==> src/rtl/mps_pkg.sv <==
// Package of the macroblock predictor selector: widths, constants and the
// stage records that pass between its modules. No dependencies.
package mps_pkg;

   localparam int SAMPLE_W   = 8;
   localparam int SUM_W      = 24;
   localparam int SQ_W       = 16;
   localparam int NUM_PRED   = 5;
   localparam int PRED_IDX_W = 3;
   localparam int CODE_W     = 8;
   localparam int QDEPTH     = 8;
   localparam int QPTR_W     = $clog2(QDEPTH);
   localparam int QCNT_W     = QPTR_W + 1;

   localparam logic [SAMPLE_W-1:0] ORIGIN_VALUE = 8'd128;
   localparam logic [CODE_W-1:0]   CODE_OFFSET  = 8'd254;

   typedef enum logic [PRED_IDX_W-1:0] {
      PRED_MIX    = 3'd0,
      PRED_ABOVE  = 3'd1,
      PRED_LEFT   = 3'd2,
      PRED_AVG    = 3'd3,
      PRED_EXTRAP = 3'd4
   } pred_idx_type;

   typedef struct packed {
      logic [SAMPLE_W-1:0] sample;
      logic                row_end;
      logic                block_end;
   } mps_beat_type;

   typedef struct packed {
      logic                valid;
      logic                block_end;
      logic                col_nz;
      logic                first_row;
      logic [SAMPLE_W-1:0] cur;
      logic [SAMPLE_W-1:0] above;
   } mps_nbr_type;

   typedef struct packed {
      logic                          valid;
      logic [NUM_PRED-1:0][SUM_W-1:0] sums;
   } mps_fin_type;

endpackage

==> src/rtl/mps_req_if.sv <==
// Input channel of the macroblock predictor selector: one sample beat.
// Depends on mps_pkg.
interface mps_req_if import mps_pkg::*; ();
   logic                valid;
   logic                ready;
   logic [SAMPLE_W-1:0] sample;
   logic                row_end;
   logic                block_end;

   modport source (output valid, sample, row_end, block_end, input ready);
   modport sink   (input valid, sample, row_end, block_end, output ready);
endinterface

==> src/rtl/mps_rsp_if.sv <==
// Result channel of the macroblock predictor selector: one beat per block.
// Depends on mps_pkg.
interface mps_rsp_if import mps_pkg::*; ();
   logic                  valid;
   logic                  ready;
   logic [PRED_IDX_W-1:0] predictor_index;
   logic [CODE_W-1:0]     predictor_code;
   logic [SUM_W-1:0]      lowest_error;

   modport source (output valid, predictor_index, predictor_code, lowest_error, input ready);
   modport sink   (input valid, predictor_index, predictor_code, lowest_error, output ready);
endinterface

==> src/rtl/mps_row_mem.sv <==
// Row buffer and position tracking: holds the previous row of the block in a
// synchronous memory and delivers each sample with its above neighbor.
// Depends on mps_pkg.
module mps_row_mem import mps_pkg::*; #(
   parameter int BLOCK_SIZE = 16
) (
   input  logic         clock,
   input  logic         reset,
   input  logic         accept,
   input  mps_beat_type beat,
   output mps_nbr_type  nbr
);

   localparam int COL_W = $clog2(BLOCK_SIZE);

   logic [SAMPLE_W-1:0]   mem [BLOCK_SIZE];
   logic [BLOCK_SIZE-1:0] written_ff;
   logic [COL_W-1:0]      col_ff, col_in;
   logic                  first_row_ff, first_row_in;
   logic [SAMPLE_W-1:0]   rd_data_ff;
   logic                  rd_written_ff;
   logic                  valid_ff;
   logic                  block_end_ff;
   logic                  col_nz_ff;
   logic                  first_ff;
   logic [SAMPLE_W-1:0]   cur_ff;

   always_comb begin
      col_in       = col_ff;
      first_row_in = first_row_ff;
      if (accept) begin
         if (beat.block_end) begin
            col_in       = '0;
            first_row_in = 1'b1;
         end else if (beat.row_end || (col_ff == COL_W'(BLOCK_SIZE - 1))) begin
            col_in       = '0;
            first_row_in = 1'b0;
         end else begin
            col_in = col_ff + 1'b1;
         end
      end
   end

   always_ff @(posedge clock) begin
      if (accept) begin
         mem[col_ff] <= beat.sample;
      end
      rd_data_ff <= mem[col_ff];
   end

   always_ff @(posedge clock) begin
      if (reset) begin
         written_ff    <= '0;
         col_ff        <= '0;
         first_row_ff  <= 1'b1;
         valid_ff      <= 1'b0;
         rd_written_ff <= 1'b0;
      end else begin
         col_ff        <= col_in;
         first_row_ff  <= first_row_in;
         valid_ff      <= accept;
         rd_written_ff <= written_ff[col_ff];
         if (accept) begin
            written_ff[col_ff] <= 1'b1;
         end
      end
   end

   always_ff @(posedge clock) begin
      block_end_ff <= beat.block_end;
      col_nz_ff    <= (col_ff != '0);
      first_ff     <= first_row_ff;
      cur_ff       <= beat.sample;
   end

   always_comb begin
      nbr.valid     = valid_ff;
      nbr.block_end = block_end_ff;
      nbr.col_nz    = col_nz_ff;
      nbr.first_row = first_ff;
      nbr.cur       = cur_ff;
      nbr.above     = rd_written_ff ? rd_data_ff : '0;
   end

endmodule

==> src/rtl/mps_score.sv <==
// Predictor scoring: forms the five predictions, squares the errors and
// accumulates them per block. Depends on mps_pkg.
module mps_score import mps_pkg::*; (
   input  logic        clock,
   input  logic        reset,
   input  mps_nbr_type nbr,
   output mps_fin_type fin
);

   logic [SAMPLE_W-1:0] left_ff;
   logic [SAMPLE_W-1:0] upper_left_ff;
   logic [SAMPLE_W-1:0] s1, s2, s3;
   logic [SAMPLE_W:0]   sum23;
   logic signed [11:0]  mix_t;
   logic signed [11:0]  mix_q;
   logic signed [11:0]  ext_t;
   logic [SAMPLE_W+1:0] avg_t;
   logic [NUM_PRED-1:0][SAMPLE_W-1:0] pred_in;

   logic                              a_valid_ff;
   logic                              a_end_ff;
   logic [SAMPLE_W-1:0]               a_cur_ff;
   logic [NUM_PRED-1:0][SAMPLE_W-1:0] pred_ff;

   logic                          b_valid_ff;
   logic                          b_end_ff;
   logic [NUM_PRED-1:0][SQ_W-1:0] sq_ff;
   logic [NUM_PRED-1:0][SQ_W-1:0] sq_in;

   logic [NUM_PRED-1:0][SUM_W-1:0] sum_ff;
   logic [NUM_PRED-1:0][SUM_W-1:0] sum_in;
   logic                           fin_valid_ff;
   logic [NUM_PRED-1:0][SUM_W-1:0] fin_sums_ff;

   function automatic logic [SAMPLE_W-1:0] clamp_u8(input logic signed [11:0] v);
      logic [SAMPLE_W-1:0] r;
      if (v < 12'sd0) begin
         r = '0;
      end else if (v > 12'sd255) begin
         r = '1;
      end else begin
         r = v[SAMPLE_W-1:0];
      end
      return r;
   endfunction

   always_comb begin
      if (nbr.col_nz && !nbr.first_row) begin
         s1 = upper_left_ff;
         s2 = nbr.above;
         s3 = left_ff;
      end else if (nbr.col_nz) begin
         s1 = left_ff;
         s2 = left_ff;
         s3 = left_ff;
      end else if (!nbr.first_row) begin
         s1 = nbr.above;
         s2 = nbr.above;
         s3 = nbr.above;
      end else begin
         s1 = ORIGIN_VALUE;
         s2 = ORIGIN_VALUE;
         s3 = ORIGIN_VALUE;
      end
      sum23 = {1'b0, s2} + {1'b0, s3};
      mix_t = $signed({3'b0, sum23}) + $signed({2'b0, sum23, 1'b0})
            - $signed({3'b0, s1, 1'b0}) + 12'sd2;
      mix_q = mix_t >>> 2;
      ext_t = $signed({3'b0, sum23}) - $signed({4'b0, s1});
      avg_t = {1'b0, sum23} + 10'd1;
      pred_in[PRED_MIX]    = clamp_u8(mix_q);
      pred_in[PRED_ABOVE]  = s2;
      pred_in[PRED_LEFT]   = s3;
      pred_in[PRED_AVG]    = avg_t[SAMPLE_W:1];
      pred_in[PRED_EXTRAP] = clamp_u8(ext_t);
   end

   always_comb begin
      logic signed [SAMPLE_W:0]     d;
      logic signed [2*SAMPLE_W+1:0] p;
      for (int i = 0; i < NUM_PRED; i++) begin
         d        = $signed({1'b0, a_cur_ff}) - $signed({1'b0, pred_ff[i]});
         p        = d * d;
         sq_in[i] = p[SQ_W-1:0];
      end
   end

   always_comb begin
      logic [SUM_W:0] s;
      for (int i = 0; i < NUM_PRED; i++) begin
         s         = {1'b0, sum_ff[i]} + {{(SUM_W + 1 - SQ_W){1'b0}}, sq_ff[i]};
         sum_in[i] = s[SUM_W] ? '1 : s[SUM_W-1:0];
      end
   end

   always_ff @(posedge clock) begin
      if (nbr.valid) begin
         left_ff       <= nbr.cur;
         upper_left_ff <= nbr.above;
      end
      a_end_ff    <= nbr.block_end;
      a_cur_ff    <= nbr.cur;
      pred_ff     <= pred_in;
      b_end_ff    <= a_end_ff;
      sq_ff       <= sq_in;
      fin_sums_ff <= sum_in;
   end

   always_ff @(posedge clock) begin
      if (reset) begin
         a_valid_ff   <= 1'b0;
         b_valid_ff   <= 1'b0;
         fin_valid_ff <= 1'b0;
         sum_ff       <= '0;
      end else begin
         a_valid_ff   <= nbr.valid;
         b_valid_ff   <= a_valid_ff;
         fin_valid_ff <= b_valid_ff && b_end_ff;
         if (b_valid_ff) begin
            sum_ff <= b_end_ff ? '0 : sum_in;
         end
      end
   end

   assign fin = {fin_valid_ff, fin_sums_ff};

endmodule

==> src/rtl/mps_select.sv <==
// Winner selection and result queue: picks the lowest error sum of a block and
// queues the result beat; tracks results still owed. Depends on mps_pkg.
module mps_select import mps_pkg::*; (
   input  logic        clock,
   input  logic        reset,
   input  mps_fin_type fin,
   input  logic        end_accepted,
   output logic        room,
   mps_rsp_if.source   rsp_chan
);

   logic [PRED_IDX_W-1:0] idx_q [QDEPTH];
   logic [SUM_W-1:0]      err_q [QDEPTH];
   logic [QPTR_W-1:0]     head_ff, tail_ff;
   logic [QCNT_W-1:0]     count_ff, count_in;
   logic [QCNT_W-1:0]     pending_ff, pending_in;
   logic [PRED_IDX_W-1:0] best_idx;
   logic [SUM_W-1:0]      best_err;
   logic                  push, pop;

   always_comb begin
      best_idx = PRED_MIX;
      best_err = fin.sums[0];
      for (int i = 1; i < NUM_PRED; i++) begin
         if (fin.sums[i] < best_err) begin
            best_idx = PRED_IDX_W'(i);
            best_err = fin.sums[i];
         end
      end
   end

   assign push = fin.valid;
   assign pop  = rsp_chan.valid && rsp_chan.ready;

   always_comb begin
      count_in = count_ff;
      case ({push, pop})
         2'b10:   count_in = count_ff + 1'b1;
         2'b01:   count_in = count_ff - 1'b1;
         default: count_in = count_ff;
      endcase
      pending_in = pending_ff;
      case ({end_accepted, pop})
         2'b10:   pending_in = pending_ff + 1'b1;
         2'b01:   pending_in = pending_ff - 1'b1;
         default: pending_in = pending_ff;
      endcase
   end

   always_ff @(posedge clock) begin
      if (push) begin
         idx_q[tail_ff] <= best_idx;
         err_q[tail_ff] <= best_err;
      end
   end

   always_ff @(posedge clock) begin
      if (reset) begin
         head_ff    <= '0;
         tail_ff    <= '0;
         count_ff   <= '0;
         pending_ff <= '0;
      end else begin
         if (push) begin
            tail_ff <= tail_ff + 1'b1;
         end
         if (pop) begin
            head_ff <= head_ff + 1'b1;
         end
         count_ff   <= count_in;
         pending_ff <= pending_in;
      end
   end

   assign room                     = (pending_ff < QCNT_W'(QDEPTH));
   assign rsp_chan.valid           = (count_ff != '0);
   assign rsp_chan.predictor_index = idx_q[head_ff];
   assign rsp_chan.predictor_code  = {{(CODE_W - PRED_IDX_W){1'b0}}, idx_q[head_ff]}
                                     + CODE_OFFSET;
   assign rsp_chan.lowest_error    = err_q[head_ff];

`ifndef ASSERT_OFF
   a_count_le_pending : assert property (@(posedge clock) disable iff (reset)
      count_ff <= pending_ff)
      else $error("Result queue holds more beats than are owed.");

   a_no_overflow : assert property (@(posedge clock) disable iff (reset)
      (push && !pop) |-> (count_ff != QCNT_W'(QDEPTH)))
      else $error("Result pushed into a full queue.");

   a_pending_bound : assert property (@(posedge clock) disable iff (reset)
      pending_ff <= QCNT_W'(QDEPTH))
      else $error("More results owed than the queue can hold.");

   a_pop_moves_head : assert property (@(posedge clock) disable iff (reset)
      pop |=> (head_ff == QPTR_W'($past(head_ff) + 1'b1)))
      else $error("Queue head did not advance on a taken beat.");
`endif

endmodule

==> src/rtl/macroblock_predictor_selector_core.sv <==
// Path: a last sample beat passes the row buffer registers, the scoring stages and the queue.
// Throughput: one sample beat per cycle; the row buffer is read and written at the same column
// in the accept cycle, and squaring and accumulation run in a three-stage pipeline.
// Input stalls only while eight block results are owed and not yet taken.
// Reset is synchronous: it clears the row buffer valid bits, position, sums and queue.
module macroblock_predictor_selector_core import mps_pkg::*; #(
   parameter int BLOCK_SIZE = 16
) (
   input  logic      clock,
   input  logic      reset,
   mps_req_if.sink   req_chan,
   mps_rsp_if.source rsp_chan
);

   logic         accept;
   logic         room;
   mps_beat_type beat;
   mps_nbr_type  nbr;
   mps_fin_type  fin;

   assign req_chan.ready = room;
   assign accept         = req_chan.valid && room;
   assign beat.sample    = req_chan.sample;
   assign beat.row_end   = req_chan.row_end;
   assign beat.block_end = req_chan.block_end;

   mps_row_mem #(
      .BLOCK_SIZE (BLOCK_SIZE)
   ) u_row_mem (
      .clock  (clock),
      .reset  (reset),
      .accept (accept),
      .beat   (beat),
      .nbr    (nbr)
   );

   mps_score u_score (
      .clock (clock),
      .reset (reset),
      .nbr   (nbr),
      .fin   (fin)
   );

   mps_select u_select (
      .clock        (clock),
      .reset        (reset),
      .fin          (fin),
      .end_accepted (accept && req_chan.block_end),
      .room         (room),
      .rsp_chan     (rsp_chan)
   );

endmodule
==> src/flat_wrapper.sv <==
// flat-port wrapper written by rule: the top's interface ports become plain ports
module macroblock_predictor_selector_core_flat import mps_pkg::*;
#(
   parameter int BLOCK_SIZE = 16
)
  (clock, reset, req_chan_valid, req_chan_sample, req_chan_row_end, req_chan_block_end, req_chan_ready, rsp_chan_valid, rsp_chan_predictor_index, rsp_chan_predictor_code, rsp_chan_lowest_error, rsp_chan_ready);
  mps_req_if req_chan_i ();
  mps_rsp_if rsp_chan_i ();
  input  logic clock;
  input  logic reset;
  input wire logic [$bits(req_chan_i.valid)-1:0] req_chan_valid;
  input wire logic [$bits(req_chan_i.sample)-1:0] req_chan_sample;
  input wire logic [$bits(req_chan_i.row_end)-1:0] req_chan_row_end;
  input wire logic [$bits(req_chan_i.block_end)-1:0] req_chan_block_end;
  output wire logic [$bits(req_chan_i.ready)-1:0] req_chan_ready;
  output wire logic [$bits(rsp_chan_i.valid)-1:0] rsp_chan_valid;
  output wire logic [$bits(rsp_chan_i.predictor_index)-1:0] rsp_chan_predictor_index;
  output wire logic [$bits(rsp_chan_i.predictor_code)-1:0] rsp_chan_predictor_code;
  output wire logic [$bits(rsp_chan_i.lowest_error)-1:0] rsp_chan_lowest_error;
  input wire logic [$bits(rsp_chan_i.ready)-1:0] rsp_chan_ready;
  assign req_chan_i.valid = req_chan_valid;
  assign req_chan_i.sample = req_chan_sample;
  assign req_chan_i.row_end = req_chan_row_end;
  assign req_chan_i.block_end = req_chan_block_end;
  assign req_chan_ready = req_chan_i.ready;
  assign rsp_chan_valid = rsp_chan_i.valid;
  assign rsp_chan_predictor_index = rsp_chan_i.predictor_index;
  assign rsp_chan_predictor_code = rsp_chan_i.predictor_code;
  assign rsp_chan_lowest_error = rsp_chan_i.lowest_error;
  assign rsp_chan_i.ready = rsp_chan_ready;
  macroblock_predictor_selector_core #(.BLOCK_SIZE(BLOCK_SIZE)) u_core (.clock(clock), .reset(reset), .req_chan(req_chan_i), .rsp_chan(rsp_chan_i));
endmodule
==> config.mk <==
export PLATFORM = sky130hd
export DESIGN_NAME = macroblock_predictor_selector_core_flat
export DESIGN_NICKNAME = d
export VERILOG_FILES = /design/src/rtl/mps_pkg.sv /design/src/rtl/mps_req_if.sv /design/src/rtl/mps_rsp_if.sv /design/src/rtl/mps_row_mem.sv /design/src/rtl/mps_score.sv /design/src/rtl/mps_select.sv /design/src/rtl/macroblock_predictor_selector_core.sv /design/src/flat_wrapper.sv
export SDC_FILE = /design/constraint.sdc
export NUM_CORES = 2
export LEC_CHECK = 0
export BUFFER_PORTS_ARGS = -buffer_cell sky130_fd_sc_hd__clkbuf_2
export CORE_AREA = 2 2 346 348
export CTS_CLUSTER_DIAMETER = 200
export DETAILED_ROUTE_END_ITERATION = 10
export DIE_AREA = 0 0 348 350
export SYNTH_ARGS = -nofsm -noshare
export SYNTH_HDL_FRONTEND = slang
export SYNTH_SLANG_ARGS = --single-unit
==> constraint.sdc <==
create_clock -name clock -period 18.6 [get_ports clock]
set_clock_uncertainty 0.05 [all_clocks]
set_input_delay 3.72 -clock clock [delete_from_list [all_inputs] [get_ports clock]]
set_output_delay 3.72 -clock clock [all_outputs]
set_load 0.02 [all_outputs]
==> flow_summary.yaml <==
critical_path:
  r2r_slack_ns: 7.21
  path_depth: 40
  cp.required_ns: 18.89
  cp_slowest_cell: "o211ai_4"
  cpPeakStageDelay_ns: 0.77
  cp-endpoint: "u_core.u_select.err_q[4][17]"
  endpoint_kind: "register"
  crit_path_start: "u_core.u_score.fin[21]"
  path_delay_family: "compound AO/OA/AOI/OAI gates"
  r2r-end: "u_core.u_select.err_q[4][17]"
  path_class: "register to register"
  critPathBufInv: 4
  arrival_ns: 11.68
  crit_top_cell: "a21o_1"
  r2r_cells: 40
  path_max_fanout: 47
  r2r_start: "u_core.u_score.fin[21]"
  start_kind: "register"
cts:
  postCtsSetupBuffers: 0
  cts_root_buf: "clkbuf_16"
  postCtsResizedCells: 0
  hold_buffers: 0
  cts_buffer_depth: 3
  numCtsBuffers: 83
  tritoncts: "done"
  clock_sinks: 787
  clk_pin_slew_ns: 0.06
  clkLatencyLatePin_ns: 0.65
  h-tree-depth: 3
die:
  fp.dieH_um: 350
  core-area_um2: 118000
  dieArea_um2: 122000
  ios: 51
  dieWidth_um: 348
  rows: 126
  initial_utilization: 0.399
timing:
  max-slew-margin-rel: 0.226
  finalHoldViolCount: 0
  finalSetupViolCount: 0
  period_needed_ns: 11.39
  fin_crit_sh: 0.612
  rsz0062_at_grt: "false"
  tightest_slew_ns: 1.15
  fin_setup_tns_ns: 0
  max_clock_freq_ghz: 0.0878
  slew_violations: 0
grt:
  first_global_vias: 30300
  grt_pass1_wl_um: 165000
  antenna_found_initial: 1
  grt_overflow: 0
  grt_max_degree: 78
  grt.total_usage: 0.171
finish:
  final_util: 0.442
  drive_gt1_frac: 0.0962
  area_growth_pct: 10.6
  final_common_cell: "inv_1"
  final_cell_mix: "inv_1 (631), dfxtp_1 (424), ha_1 (409)"
  fin_nets: 5011
  stdcell_count: 5912
  insertedDiodeCount: 0
synthesis:
  synth_nets: 4967
  avgSynthCellArea_um2: 11.0
  synth_area_leaders: "edfxtp_1 (23%), dfxtp_1 (18%), fa_1 (12%), ha_1 (11%), inv_1 (5.0%)"
  syn_inst: 4262
  synth_cell_type_count: 89
  synth_edf_count: 360
  ys_seq_area_frac: 0.412
  netlist_area_um2: 47000
  synth-warning-count: 0
  synthFlopType: "dfxtp_1"
  synth_top_cell_area_share: 0.230
  ys_ff_latch: 787
  ys_async_sr_fraction: 0
  synth_top_area_cell: "edfxtp_1"
routing:
  viasPerCell: 5.05
  drt_iter0_markers: 1651
  wl_um: 103000
  vias: 29900
  drtAntennaViolNets: 0
  drc: 0
  firstDrtPassIters: 6
  wl_per_cell_um: 17.5
place:
  io_buffers: 50
  gp_congestion: 0.874
  place_inst: 5757
  dpl.hpwl_um: 76700
worst_hold_path:
  hp-class: "register to register"
outcome:
  outcome: "finished clean"
run:
  cap_violations: 0
cells in the mapped netlist (18+ instances only):
cell type / number
mux4_2: 99
and2_1: 18
mux2i_1: 30
nor2_1: 299
xnor2_1: 180
nor3_1: 42
edfxtp_1: 360
mux2_2: 45
nand2_1: 280
a31oi_1: 29
inv_1: 631
nand2b_1: 36
fa_1: 282
dfxtp_1: 427
clkbuf_1: 104
nand3_1: 44
xor2_1: 58
a22o_1: 60
o21a_1: 27
ha_1: 409
o21ai_0: 116
a21oi_1: 263
a21o_1: 76
o21bai_1: 81
and3_1: 23
nor2b_1: 22
worst register-to-register path, delay by kind of cell (launching register included):
family          cells  cell delay [ns]
fa+ha+maj           4             1.27
mux                 2             1.08
buf+inv             4             1.33
compound gates     21             4.65
simple gates        9             2.39
flops               1             0.31
per-layer routing:
layer / vias to the layer above / global-route usage / part of all wire
met1: 14600 / 0.223 / 0.45
met3: 131 / 0.0207 / 0.034
met4: 0 / 0.0519 / 0.029
met5: - / 0 / 0
met2: 493 / 0.298 / 0.49
li1: 14700 / - / -
area by class of cell:
| type | instances | area (um2) |
|---|---|---|
| clock buffers | 112 | 2330 |
| clock inverters | 43 | 686 |
| fillers | 10900 | 65800 |
| inverters | 638 | 2390 |
| multi-input cells | 2709 | 24800 |
| flip-flops and latches | 787 | 19400 |
| well taps | 1536 | 1920 |
| repair buffers | 87 | 528 |
kinds of logic (layout without fill, tap and decap cells):
family | Yosys count | after routing | synth area share
buf+inv | 766 | 880 | 0.0628
flops | 787 | 787 | 0.412
fa+ha+maj | 691 | 691 | 0.229
xor+xnor | 239 | 239 | 0.0447
simple gates | 823 | 823 | 0.0776
mux | 186 | 186 | 0.0675
compound gates | 770 | 770 | 0.107
state kept, by name, summed over array words and instances, names as in the netlist, 16 cells and up, named ones only:
| name | cells |
|---|---|
| u_core.u_score.sum_ff | 120 |
| u_core.u_row_mem.written_ff | 16 |
| u_core.u_select.idx_q | 24 |
| u_core.u_score.sq_ff | 75 |
| u_core.u_score.pred_ff | 40 |
| u_core.u_score.fin | 120 |
| u_core.u_select.err_q | 192 |
| u_core.u_row_mem.mem | 128 |
worst min-delay path by stage:
stage                     slack (ns)  depth (start not counted)                           from                       to
after floorplan                 0.26                          0  u_core.u_row_mem.block_end_ff  u_core.u_score.a_end_ff
after global placement          0.26                          0        u_core.u_score.a_end_ff  u_core.u_score.b_end_ff
after detailed placement        0.27                          0        u_core.u_score.a_end_ff  u_core.u_score.b_end_ff
after CTS                       0.29                          0        u_core.u_score.a_end_ff  u_core.u_score.b_end_ff
after global routing            0.29                          0        u_core.u_score.a_end_ff  u_core.u_score.b_end_ff
final                           0.29                          0        u_core.u_score.a_end_ff  u_core.u_score.b_end_ff
through the flow:
step,hold WS (ns),area (um2),setup slack [ns]
2_1_floorplan,0.260,47000,9.28
3_3_place_gp,0.261,49000,7.56
3_5_place_dp,0.271,49000,7.35
4_1_cts,0.285,52000,7.32
5_1_grt,0.294,52000,6.40
6_report,0.286,52000,7.21
Power is left out: the tool's default activity adds up to more than one toggle a clock period on the data nets, which glitch-free logic cannot reach.
